## config.mk

```make
export PLATFORM = sky130hd
export DESIGN_NAME = crk_bit_cell
export DESIGN_NICKNAME = d
export VERILOG_FILES = /design/src/rtl/crk_pkg.sv /design/src/rtl/crk_bit_cell.sv
export SDC_FILE = /design/constraint.sdc
export NUM_CORES = 1
export LEC_CHECK = 0
export BUFFER_PORTS_ARGS = -buffer_cell sky130_fd_sc_hd__buf_2
export CORE_UTILIZATION = 43
export CTS_BUF_LIST = sky130_fd_sc_hd__clkbuf_4 sky130_fd_sc_hd__clkbuf_8
export DETAILED_ROUTE_END_ITERATION = 12
export MAX_ROUTING_LAYER = met4
export PLACE_DENSITY_LB_ADDON = 0.3
export SLEW_MARGIN = 0
export SYNTH_ARGS = -nofsm -noshare
export SYNTH_HDL_FRONTEND = slang
export SYNTH_SLANG_ARGS = --single-unit
```

## constraint.sdc

```tcl
create_clock -name clk -period 0.8 [get_ports clk]
set_input_delay 0.16 -clock clk [delete_from_list [all_inputs] [get_ports clk]]
set_output_delay 0.16 -clock clk [all_outputs]
set_load 0.01 [all_outputs]
```

## src/rtl/crk_pkg.sv

```systemverilog
`timescale 1ns / 1ps
// ----------------------------------------------------------------------------
// Combination rank package
// Transfer types and the constant Pascal table shared by the ranking cells.
// ----------------------------------------------------------------------------
package crk_pkg;

	localparam int DATA_W   = 32;
	localparam int COUNT_W  = 6;
	localparam int TBL_ROWS = 33;
	localparam int IDX_W    = 6;

	typedef struct packed {
		logic [DATA_W-1:0]  combination_mask;
		logic [COUNT_W-1:0] element_count;
	} req_t;

	typedef struct packed {
		logic [DATA_W-1:0] colex_rank;
		logic [DATA_W-1:0] cumulative_index;
	} rsp_t;

	typedef logic [TBL_ROWS-1:0][TBL_ROWS-1:0][DATA_W-1:0] pascal_t;

	function automatic pascal_t build_pascal();
		pascal_t t;
		int      r;
		int      c;
		t = '0;
		for (r = 0; r < TBL_ROWS; r++) begin
			for (c = 0; c <= r; c++) begin
				if (c == 0 || c == r) begin
					t[r][c] = DATA_W'(1);
				end else begin
					t[r][c] = t[r-1][c-1] + t[r-1][c];
				end
			end
		end
		return t;
	endfunction

	localparam pascal_t PASCAL = build_pascal();

endpackage

```

## src/rtl/crk_bit_cell.sv

```systemverilog
`timescale 1ns / 1ps
// ----------------------------------------------------------------------------
// Rank bit cell
// Looks at one mask position and, when that bit is set, adds its binomial term to the colex rank.
// ----------------------------------------------------------------------------
module crk_bit_cell
	import crk_pkg::*;
#(
	parameter int MASK_BITS = 32,
	parameter int POS       = 0,
	parameter int KW        = 6
) (
	input  logic                 clk,
	input  logic                 arst_n,
	input  logic                 advance,
	input  logic                 valid,
	input  logic [MASK_BITS-1:0] mask,
	input  logic [KW-1:0]        n,
	input  logic [KW-1:0]        k,
	input  logic [DATA_W-1:0]    rank,
	output logic                 valid_q,
	output logic [MASK_BITS-1:0] mask_q,
	output logic [KW-1:0]        n_q,
	output logic [KW-1:0]        k_q,
	output logic [DATA_W-1:0]    rank_q
);

	logic [KW-1:0]     k_inc;
	logic [KW-1:0]     k_nxt;
	logic [DATA_W-1:0] rank_nxt;

	assign k_inc = k + KW'(1);

	always_comb begin
		if (mask[POS]) begin
			k_nxt    = k_inc;
			rank_nxt = rank + PASCAL[POS][IDX_W'(k_inc)];
		end else begin
			k_nxt    = k;
			rank_nxt = rank;
		end
	end

	always_ff @(posedge clk or negedge arst_n) begin
		if (!arst_n) begin
			valid_q <= 1'b0;
		end else if (advance) begin
			valid_q <= valid;
		end
	end

	always_ff @(posedge clk) begin
		if (advance) begin
			mask_q <= mask;
			n_q    <= n;
			k_q    <= k_nxt;
			rank_q <= rank_nxt;
		end
	end

	a_k_bound: assert property (@(posedge clk) disable iff (!arst_n)
		valid_q |-> (k_q <= KW'(POS + 1)))
		else $error("set-bit count exceeds the positions seen");

	a_load: assert property (@(posedge clk) disable iff (!arst_n)
		advance |=> (valid_q == $past(valid)))
		else $error("cell did not take its neighbor's valid");

	a_hold: assert property (@(posedge clk) disable iff (!arst_n)
		(!advance && valid_q) |=> (valid_q && $stable(rank_q) && $stable(k_q)))
		else $error("stalled cell changed its contents");

endmodule

```

# Word-level counts from Yosys, hierarchy flattened
# Memories as Yosys holds them, arrays and structs flattened.
# Index checks and enable logic that the tools add are counted.
[totals] regBits=77 rom_bits=2048 out_inout_bits=77 elab_cells=12 n_memories=1
[mem_list] memory="(name not given)" words=64 width=32 rd=1 rd_clocked_by_memory_dff=0 wr=0 line_no="crk_bit_cell.sv:37" text="rank_nxt = rank + PASCAL[POS][IDX_W'(k_inc)];"
[op_classes] n_addsub=2 magnitude_cmp=1 n_mux=3
[ops] cell="2-to-1 mux 32 bit" count=2
[ops] cell="adder 32 bit" count=1
[ops] cell="less-than comparator 6 x 7 -> 1 bit (second input constant)" count=1
[ops] cell="adder 6 x 1 -> 6 bit (second input constant)" count=1
[ops] cell="2-to-1 mux 6 bit" count=1

# Logic depth before layout (Yosys ltp)
# Gate-level depths: netlist of run 1.
[depth] ltp_word=5 depth_mapped=10 depth_no_buf=10

# Worst setup path before layout of run 1
# No wires, ideal clock.
[synth_path] kind="input to register" start="input k[0]" end="register rank_q[22], data pin" t_arrival_ps=2132 t_required_ps=542 path_slack_ps=-1590 path_stages=10 path_cell_list="ha_1 > nor4_1 > a31oi_1 > nor4bb_1 > ha_1 > ha_1 > inv_1 > nor4_4 > nand4_1 > xnor2_1"
[synth_via] elab_chain_len=5
[synth_lines] item="start, declared" line_no="crk_bit_cell.sv:19" text="input logic [KW-1:0] k,"
[synth_lines] item="adder 6 x 1 -> 6 bit" line_no="crk_bit_cell.sv:32" text="assign k_inc = k + KW'(1);"
[synth_lines] item="memory read (64 x 32 bit)"
[synth_lines] item="2-to-1 mux 32 bit (implied by the code)" line_no="crk_bit_cell.sv:37"
[synth_lines] item="adder 32 bit" line_no="crk_bit_cell.sv:37"
[synth_lines] item="2-to-1 mux 32 bit" line_no="crk_bit_cell.sv:35" text="if (mask[POS]) begin"
[synth_lines] item="via rank_nxt[22]" line_no="crk_bit_cell.sv:30" text="logic [DATA_W-1:0] rank_nxt;"
[synth_lines] item="end signal, assigned" line_no="crk_bit_cell.sv:57" text="rank_q <= rank_nxt;"
[synth_lines] item="end, declared" line_no="crk_bit_cell.sv:25" text="output logic [DATA_W-1:0] rank_q"
# The timed path passes the listed nets, and every way through them passes these cells. The select of a mux whose other input is x is not followed.
# A chain may end at the register's enable or synchronous reset.

# Worst setup path after layout of run 1
[layout_path] start="input k[0]" end="register rank_q[31], data pin"
# The elaborated chain is that of the path after synthesis.

==> flow_metrics.env, run 1 <==
export IMPL_timing_max_cap_violations=0
export IMPL_coreArea_sq_mm=0.00721
export IMPL_dieArea_sq_mm=0.00776
export IMPL_yosysMostFrequentCell="edfxtp_1"
export IMPL_ff2ff_setup_slack_ns=0.06
export IMPL_cts_sinks=77
export IMPL_end_kind="flip-flop"
export IMPL_yosys_warnings=0
export IMPL_hold_path_class="in2reg"
export IMPL_crit_path_start_kind="input port"
export IMPL_synthTopCellsByArea="edfxtp_1 (72%), xnor2_1 (7.7%), nand4_1 (2.7%)"
export IMPL_synth_common_cells="edfxtp_1 (76), xnor2_1 (28), nand3_1 (14), nand4_1 (14), nand2_1 (12)"
export IMPL_postSynthAreaPerCell_sq_um=16.3
export IMPL_worstSkewPairLatency_ns=0.33
export IMPL_fmax_ghz=0.490
export IMPL_rows=31
export IMPL_total_power_w=0.00949
export IMPL_synth_yosys_seq_area_share=0.724
export IMPL_die_h_microns=88.1
export IMPL_irDropWorstVdd_v=0.000993
export IMPL_yosysTopAreaCell="edfxtp_1"
export IMPL_clk_pin_slew_ns=0.07
export IMPL_cts_htree_levels=3
export IMPL_cpMaxStageDelayCell="nor4bb_1"
export IMPL_synthArstFlopShare=0.0130
export IMPL_avgRoutedWirePerCell_microns=14.8
export IMPL_syn_nets=279
export IMPL_cts_root_buf="clkbuf_8"
export IMPL_layout_drive_gt1_share=0.581
export IMPL_p_leak_nw=2.35
export IMPL_drt_vias_per_instance=4.69
export IMPL_nNetsFinal=552
export IMPL_cp_slowest_stage_delay_ns=0.34
export IMPL_drt_iter0_markers=65
export IMPL_finalClockSkew_ns=0
export IMPL_crit_path_cell_trace="buf_8 -> a211o_1 -> nand2_1 -> a31oi_1 -> nor4bb_1 -> ha_2 -> buf_4 -> nand2_1 -> nor4_4 -> buf_6 -> nand4_1 -> xnor2_1"
export IMPL_max_slew_margin=0.758
export IMPL_final_max_slew_viol_count=0
export IMPL_worstPathRequired_ns=0.88
export IMPL_vias=2681
export IMPL_power_density_mw_per_mm2=1730
export IMPL_cts_buffer_depth=2
export IMPL_area_growth_syn_to_layout_pct=71.7
export IMPL_routabilityCongestion=0.793
export IMPL_grt_pass1_vias=2663
export IMPL_fin_crit_sh=2.55
export IMPL_synthCells=195
export IMPL_synth_edf_count=76
export IMPL_nFillCells=469
export IMPL_worst_slack_ns=-1.24
export IMPL_cp_common_cell="nand2_1"
export IMPL_dp_hpwl_microns=5590
export IMPL_rsz0062_at_grt="yes"
export IMPL_status="finished with violations"
export IMPL_crit_type="in2reg"
export IMPL_finish_utilization=0.759
export IMPL_cp_num_buf_inv=3
export IMPL_finalSetupViolCount=110
export IMPL_finalHoldViolCount=0
export IMPL_cp_max_fo=8
export IMPL_synthesis_area_sq_mm=0.00319
export IMPL_arrival_ns=2.12
export IMPL_numCtsBuffers=9
export IMPL_synth_cell_types=25
export IMPL_antenna_found_initial=0
export IMPL_synthFlopType="edfxtp_1"
export IMPL_grt_overflow=0
export IMPL_start_util=0.442
export IMPL_path_delay_family="simple AND/OR/NAND/NOR gates"
export IMPL_grt_pass1_wl_microns=12700
export IMPL_grt_max_degree=24
export IMPL_violations="setup timing"
export IMPL_diodes=0
export IMPL_post_place_ws_ns=-1.64
export IMPL_globalRouteTotalUtil=0.230
export IMPL_post_synth_top_area_fraction=0.716
export IMPL_cts_tree="yes"
export IMPL_fin_hold_ws_ns=0.0356
export IMPL_period_needed_ns=2.04
export IMPL_drt_wl_total_microns=8440
export IMPL_synth_seq_cells=77
export IMPL_drtAntennaViolNets=0
export IMPL_portBuffers=156
export IMPL_firstDrtPassIters=4
export IMPL_io_pins=157
export IMPL_drc_errors=0
export IMPL_tightest_slew_ns=0.360
export IMPL_die_w_microns=88.1
## placed cells by master (no fill, tap or decap), types with 4 or more instances in the layout
master         instances
nand2_1               10
nand4_1               14
and4_1                 4
buf_2                150
buf_4                 63
xnor2_1               26
edfxtp_1              76
clkbuf_8               9
nand3_2                4
buf_6                 11
xor2_1                 5
nand3_1                9
dlygate4sd3_1         37
## final cells by class
| class | count | area [sq um] | area share |
|---|---|---|---|
| timing repair buffer | 264 | 1770 | 0.324 |
| clock buffer | 10 | 131 | 0.0240 |
| tap | 99 | 124 | 0.0226 |
| multi-input combinational | 114 | 1040 | 0.190 |
| inverter | 2 | 10.0 | 0.00183 |
| sequential | 77 | 2310 | 0.422 |
| clock inverter | 6 | 87.6 | 0.0160 |
## path summary, 6_finish.rpt
kind,from,to,cells past startpoint
max,k[0],rank_q[31]$_DFFE_PP_,12
min,mask[9],mask_q[9]$_DFFE_PP_,1
max reg2reg,valid_q$_DFFE_PN0P_,valid_q$_DFFE_PN0P_,1
min reg2reg,valid_q$_DFFE_PN0P_,valid_q$_DFFE_PN0P_,1
max in group asynchronous,arst_n,valid_q$_DFFE_PN0P_,2
min in group asynchronous,arst_n,valid_q$_DFFE_PN0P_,2
## layer usage
| metal | part of all wire | global-route usage |
|---|---|---|
| met3 | 0.066 | 0.0613 |
| met5 | 0 | - |
| met2 | 0.53 | 0.407 |
| met4 | 0.020 | 0.0968 |
| met1 | 0.38 | 0.242 |
## timing repair
item                                    4_1_cts  5_1_grt
endpoints found under the hold margin        37        0
endpoints found under the setup margin      110      109
hold buffers                                 37        0
pin swaps                                    10       14
setup buffers                                 2        5
gates resized for setup                      18       17
## flip-flops by register name, indices dropped and copies added (netlist names)
| signal | count |
|---|---|
| n_q | 6 |
| rank_q | 32 |
| valid_q | 1 |
| k_q | 6 |
| mask_q | 32 |
## logic make-up (layout without fill, tap and decap cells)
group           count (synthesis)  after routing  share of synthesized area
flops                          77             77                      0.724
simple gates                   68             68                      0.139
xor+xnor                       35             35                     0.0962
fa+ha+maj                       4              4                     0.0157
mux                             4              4                     0.0141
buf+inv                         4            282                    0.00510
compound gates                  3              3                    0.00628
## power by group
part	switching [W]	internal, W
Clock	0.00135	0.00179
Sequential	0.0000777	0.00479
Combinational	0.000700	0.000778
## metrics by stage
stage	TNS (ns)	instances	area, sq um
final	-52.13	572	5470
after global routing	-59.17	572	5470
after CTS	-51.42	567	5350
after detailed placement	-53.57	512	4670
after global placement	-51.61	512	4670
after floorplan	-35.88	195	3280
Note: power is estimated with default switching activity, not from simulation.
==> run 2, diff against run 1 <==
==> constraint.sdc (replaced) <==
create_clock -name clk -period 0.8 [get_ports clk]
set_input_delay 0 -clock clk [delete_from_list [all_inputs] [get_ports clk]]
set_output_delay 0 -clock clk [all_outputs]
set_load 0.01 [all_outputs]
==> flow_metrics.env, run 2 (synthesized netlist as in run 1, its figures left out) <==
export IMPL_worstPathRequired_ns=0.98
export IMPL_fin_hold_ws_ns=-0.0109
export IMPL_dp_hpwl_microns=5550
export IMPL_globalRouteTotalUtil=0.223
export IMPL_layout_commonest_cell="buf_2"
export IMPL_drtAntennaViolNets=0
export IMPL_portBuffers=156
export IMPL_cts_htree_levels=3
export IMPL_firstDrtPassIters=4
export IMPL_period_needed_ns=1.84
export IMPL_cts_sinks=77
export IMPL_drc_errors=0
export IMPL_internal_power_w=0.00765
export IMPL_final_max_slew_viol_count=0
export IMPL_wl_met3_microns=579
export IMPL_vias=2704
export IMPL_p_sw_frac=0.221
export IMPL_cts_buffer_depth=2
export IMPL_fin_crit_sh=2.31
export IMPL_finish_utilization=0.776
export IMPL_worstSkewPairLatency_ns=0.34
export IMPL_irDropWorstVdd_v=0.00103
export IMPL_drt_wl_total_microns=8600
export IMPL_post_place_ws_ns=-1.45
export IMPL_finalHoldViolCount=1
export IMPL_p_leak_nw=2.41
export IMPL_antenna_found_initial=0
export IMPL_wirelength_met1_microns=3200
export IMPL_cp_common_cell="buf_6"
export IMPL_coreArea_sq_mm=0.00721
export IMPL_cp_max_fo=3
export IMPL_crit_path_cell_trace="buf_8 -> a211o_1 -> nand2_1 -> a31oi_1 -> nor4bb_2 -> ha_2 -> ha_4 -> buf_6 -> nand2_4 -> buf_6 -> nor3_4 -> and3_4 -> xor2_1"
export IMPL_cpMaxStageDelayCell="a211o_1"
export IMPL_rows=31
export IMPL_end_kind="flip-flop"
export IMPL_max_slew_margin=0.717
export IMPL_path_delay_family="simple AND/OR/NAND/NOR gates"
export IMPL_area_growth_syn_to_layout_pct=75.5
export IMPL_seq_power_share=0.497
export IMPL_hold_path_class="in2reg"
export IMPL_wl_met2_microns=4740
export IMPL_r2r_start="valid_q$_DFFE_PN0P_"
export IMPL_grt_pass1_wl_microns=12400
export IMPL_power_density_mw_per_mm2=1750
export IMPL_cp_slowest_stage_delay_ns=0.28
export IMPL_arrival_ns=2.02
export IMPL_diodes=0
export IMPL_crit_start="k[1]"
export IMPL_combinationalPowerShare=0.153
export IMPL_drt_vias_per_instance=4.67
export IMPL_power_frac_clock=0.350
export IMPL_avgRoutedWirePerCell_microns=14.9
export IMPL_routabilityCongestion=0.817
export IMPL_finalSetupViolCount=109
export IMPL_crit_path_start_kind="input port"
export IMPL_top_layer_used="met4"
export IMPL_cts_tree="yes"
export IMPL_status="finished with violations"
export IMPL_cp_num_buf_inv=3
export IMPL_grt_max_degree=21
export IMPL_nNetsFinal=560
export IMPL_p_sw_w=0.00217
export IMPL_start_util=0.442
export IMPL_timing_max_cap_violations=0
export IMPL_numCtsBuffers=9
export IMPL_cts_root_buf="clkbuf_8"
export IMPL_die_w_microns=88.1
export IMPL_grt_pass1_vias=2619
export IMPL_finalClockSkew_ns=0
export IMPL_crit_type="in2reg"
export IMPL_die_h_microns=88.1
export IMPL_cts_hold_buf=43
export IMPL_min_from="rank[0]"
export IMPL_design_area_sq_mm=0.00560
export IMPL_dieArea_sq_mm=0.00776
export IMPL_dpl_cell_area_sq_mm=0.00468
export IMPL_fmax_ghz=0.542
export IMPL_drt_iter0_markers=102
export IMPL_final_cell_mix="buf_2 (152), edfxtp_1 (76), buf_4 (64)"
export IMPL_setup_tns_ns=-32.64
export IMPL_violations="hold timing, setup timing"
export IMPL_tightest_slew_ns=0.422
export IMPL_top_regs="mask_q x32, rank_q x32"
export IMPL_layout_drive_gt1_share=0.594
export IMPL_io_pins=157
export IMPL_grt_overflow=0
export IMPL_worst_slack_ns=-1.04
export IMPL_clk_pin_slew_ns=0.07
export IMPL_rsz0062_at_grt="yes"
run 2: cell count changes in the layout (fill, tap and decap cells not counted), moves of 2 or more:
cell / change
nand3_4: +2
ha_4: -2
nand2_2: +2
dlygate4sd3_1: +6
nand2_1: -4
buf_2: +2
nand3_1: -2
nand2_4: +2
run 2: per-stage QoR:
stage	instances	hold WS [ns]	total power [W]
after floorplan	195	-0.296	0.00534
after global placement	516	-0.226	0.00620
after detailed placement	516	-0.222	0.00623
after CTS	578	-0.0215	0.00983
after global routing	579	-0.0130	0.0102
final	579	-0.0109	0.00981
run 2: layout make-up:
cell class / count / area (sq um)
Clock buffer: 9 / 124
Sequential cell: 77 / 2310
Fill cell: 430 / 1620
Inverter: 2 / 7.51
Multi-Input combinational cell: 114 / 1080
Tap cell: 99 / 124
Timing Repair Buffer: 272 / 1840
Clock inverter: 6 / 113
run 2: path summary, 6_finish.rpt:
kind	end	cells after the start	slack, ns
min reg2reg	valid_q$_DFFE_PN0P_	1	0.52
max in group asynchronous	valid_q$_DFFE_PN0P_	3	0.20
min	rank_q[0]$_DFFE_PP_	2	-0.01
max	rank_q[10]$_DFFE_PP_	13	-1.04
min in group asynchronous	valid_q$_DFFE_PN0P_	3	0.50
max reg2reg	valid_q$_DFFE_PN0P_	1	0.06
run 2: power groups by stage:
| stage | Sequential, W | Combinational, W | Clock [W] |
|---|---|---|---|
| floorplan | 0.00515 | 0.000185 | 0 |
| global placement | 0.00495 | 0.00125 | 0 |
| detailed placement | 0.00496 | 0.00127 | 0 |
| CTS | 0.00487 | 0.00147 | 0.00349 |
| global route | 0.00491 | 0.00162 | 0.00365 |
| finish | 0.00487 | 0.00150 | 0.00344 |
run 2: layer usage:
layer | vias to the layer above | track usage
met2 | 101 | 0.395
met3 | 11 | 0.0481
met4 | 0 | 0.0733
met1 | 1277 | 0.249
li1 | 1315 | -
met5 | - | -
run 2: repair_timing:
action | CTS | global route
endpoints found under the hold margin | 43 | 1
pin swaps | 20 | 20
buffers inserted | 4 | 2
setup endpoints to repair | 109 | 109
gates resized for setup | 24 | 24
==> run 3, diff against run 2 <==
CORE_UTILIZATION = 45   (was 43)
clock period = 2.3 ns   (was 0.8 ns; I/O delays follow)
==> flow_metrics.env, run 3 (synthesized netlist as in run 1, its figures left out) <==
export IMPL_start_util=0.467
export IMPL_numCtsBuffers=9
export IMPL_drtAntennaViolNets=0
export IMPL_max_slew_margin=0.654
export IMPL_cts_sinks=77
export IMPL_grt_pass1_vias=2495
export IMPL_nFillCells=478
export IMPL_crit_path_start_kind="input port"
export IMPL_drt_vias_per_instance=4.77
export IMPL_globalRouteTotalUtil=0.217
export IMPL_layout_drive_gt1_share=0.451
export IMPL_internal_power_w=0.00263
export IMPL_crit_type="in2reg"
export IMPL_grt_overflow=0
export IMPL_drt_wl_total_microns=7990
export IMPL_final_cell_mix="buf_2 (155), edfxtp_1 (76), dlygate4sd3_1 (60)"
export IMPL_p_sw_frac=0.218
export IMPL_timing_max_cap_violations=0
export IMPL_crit_path_cell_trace="dlygate4sd3_1 -> buf_2 -> o21ai_0 -> nor4bb_2 -> ha_1 -> ha_1 -> buf_4 -> nand2_1 -> nor3_1 -> and3_1 -> xor2_1"
export IMPL_die_h_microns=86.2
export IMPL_diodes=0
export IMPL_cpMaxStageDelayCell="dlygate4sd3_1"
export IMPL_rows=30
export IMPL_arrival_ns=2.19
export IMPL_tightest_slew_ns=0.519
export IMPL_wl_met3_microns=485
export IMPL_layout_commonest_cell="buf_2"
export IMPL_avgRoutedWirePerCell_microns=14.9
export IMPL_routabilityCongestion=0.870
export IMPL_final_max_slew_viol_count=0
export IMPL_finish_utilization=0.742
export IMPL_p_leak_nw=2.11
export IMPL_cp_common_cell="ha_1"
export IMPL_antenna_found_initial=0
export IMPL_io_pins=157
export IMPL_vias=2564
export IMPL_top_regs="mask_q x32, rank_q x32"
export IMPL_cts_root_buf="clkbuf_8"
export IMPL_finalSetupViolCount=0
export IMPL_period_needed_ns=2.10
export IMPL_cp_max_fo=3
export IMPL_firstDrtPassIters=5
export IMPL_combinationalPowerShare=0.136
export IMPL_fin_hold_ws_ns=0.0124
export IMPL_fmax_ghz=0.476
export IMPL_hold_path_class="in2reg"
export IMPL_dieArea_sq_mm=0.00743
export IMPL_seq_power_share=0.503
export IMPL_dp_hpwl_microns=5000
export IMPL_power_density_mw_per_mm2=664
export IMPL_p_sw_w=0.000735
export IMPL_power_frac_clock=0.361
export IMPL_wirelength_met1_microns=3000
export IMPL_irDropWorstVdd_v=0.000352
export IMPL_worstPathRequired_ns=2.39
export IMPL_finalClockSkew_ns=0
export IMPL_portBuffers=156
export IMPL_cts_tree="yes"
export IMPL_cts_buffer_depth=2
export IMPL_cp_slowest_stage_delay_ns=0.53
export IMPL_cts_setup_buffers=0
export IMPL_path_delay_family="simple AND/OR/NAND/NOR gates"
export IMPL_fin_crit_sh=0.913
export IMPL_cp_num_buf_inv=3
export IMPL_finalHoldViolCount=0
export IMPL_nNetsFinal=520
export IMPL_rsz0062_at_grt="no"
export IMPL_coreArea_sq_mm=0.00683
export IMPL_grt_pass1_wl_microns=11700
export IMPL_wl_met2_microns=4340
export IMPL_clk_pin_slew_ns=0.07
export IMPL_top_layer_used="met4"
export IMPL_drt_iter0_markers=93
export IMPL_area_growth_syn_to_layout_pct=59.1
export IMPL_end_kind="flip-flop"
export IMPL_cts_htree_levels=3
export IMPL_die_w_microns=86.2
export IMPL_worstSkewPairLatency_ns=0.34
export IMPL_grt_max_degree=43
export IMPL_status="finished clean"
export IMPL_drc_errors=0
[run 3: cell types whose count changed in the layout (fill, tap and decap cells not counted), moves of 4 or more]
| cell | before | now |
|---|---|---|
| buf_4 | 64 | 16 |
| dlygate4sd3_1 | 43 | 60 |
| buf_6 | 10 | 0 |
| nand3_1 | 7 | 14 |
| nand2_1 | 6 | 12 |
| nand3_2 | 4 | 0 |
[run 3: timing repair]
| action | 4_1_cts | 5_1_grt |
|---|---|---|
| endpoints found under the setup margin | 0 | 8 |
| endpoints found under the hold margin | 59 | 0 |
| hold buffers | 60 | 0 |
| gates resized for setup | 0 | 2 |
[run 3: final cells by class]
| type | count | area, sq um | area share |
|---|---|---|---|
| tap | 96 | 120 | 0.0237 |
| sequential | 77 | 2310 | 0.455 |
| clock buffer | 10 | 131 | 0.0259 |
| inverter | 2 | 7.51 | 0.00148 |
| timing repair buffer | 232 | 1520 | 0.299 |
| multi-input combinational | 114 | 877 | 0.173 |
| clock inverter | 6 | 111 | 0.0220 |
[run 3: path summary, 6_finish.rpt]
| kind | from | endpoint | slack (ns) | cells after the start |
|---|---|---|---|---|
| max in group asynchronous | arst_n | valid_q$_DFFE_PN0P_ | 1.69 | 3 |
| min | rank[16] | rank_q[16]$_DFFE_PP_ | 0.01 | 2 |
| max | k[5] | rank_q[10]$_DFFE_PP_ | 0.20 | 11 |
| max reg2reg | valid_q$_DFFE_PN0P_ | valid_q$_DFFE_PN0P_ | 1.53 | 1 |
| min reg2reg | valid_q$_DFFE_PN0P_ | valid_q$_DFFE_PN0P_ | 0.55 | 1 |
| min in group asynchronous | arst_n | valid_q$_DFFE_PN0P_ | 0.50 | 3 |
[run 3: routing by layer]
layer	GRT usage	vias up
met1	0.231	1194
met5	-	-
li1	-	1236
met4	0.0894	0
met2	0.403	118
met3	0.0314	16
[run 3: power by group through the flow]
stage                     clock, W  combinational, W  sequential, W
final                      0.00121          0.000459        0.00169
after global routing       0.00130          0.000491        0.00170
after CTS                  0.00124          0.000454        0.00169
after detailed placement         0          0.000375        0.00172
after global placement           0          0.000366        0.00172
after floorplan                  0         0.0000586        0.00179
[run 3: metrics by stage]
| step | total power [W] | cells | TNS [ns] | worst slack [ns] | area (sq um) |
|---|---|---|---|---|---|
| 2_1_floorplan | 0.00185 | 195 | 0 | 0.0700 | 3190 |
| 3_3_place_gp | 0.00209 | 461 | -0.725 | -0.122 | 4220 |
| 3_5_place_dp | 0.00210 | 461 | -1.02 | -0.145 | 4220 |
| 4_1_cts | 0.00338 | 537 | 0 | 0.121 | 5060 |
| 5_1_grt | 0.00349 | 537 | 0 | 0.0648 | 5070 |
| 6_report | 0.00337 | 537 | 0 | 0.201 | 5070 |
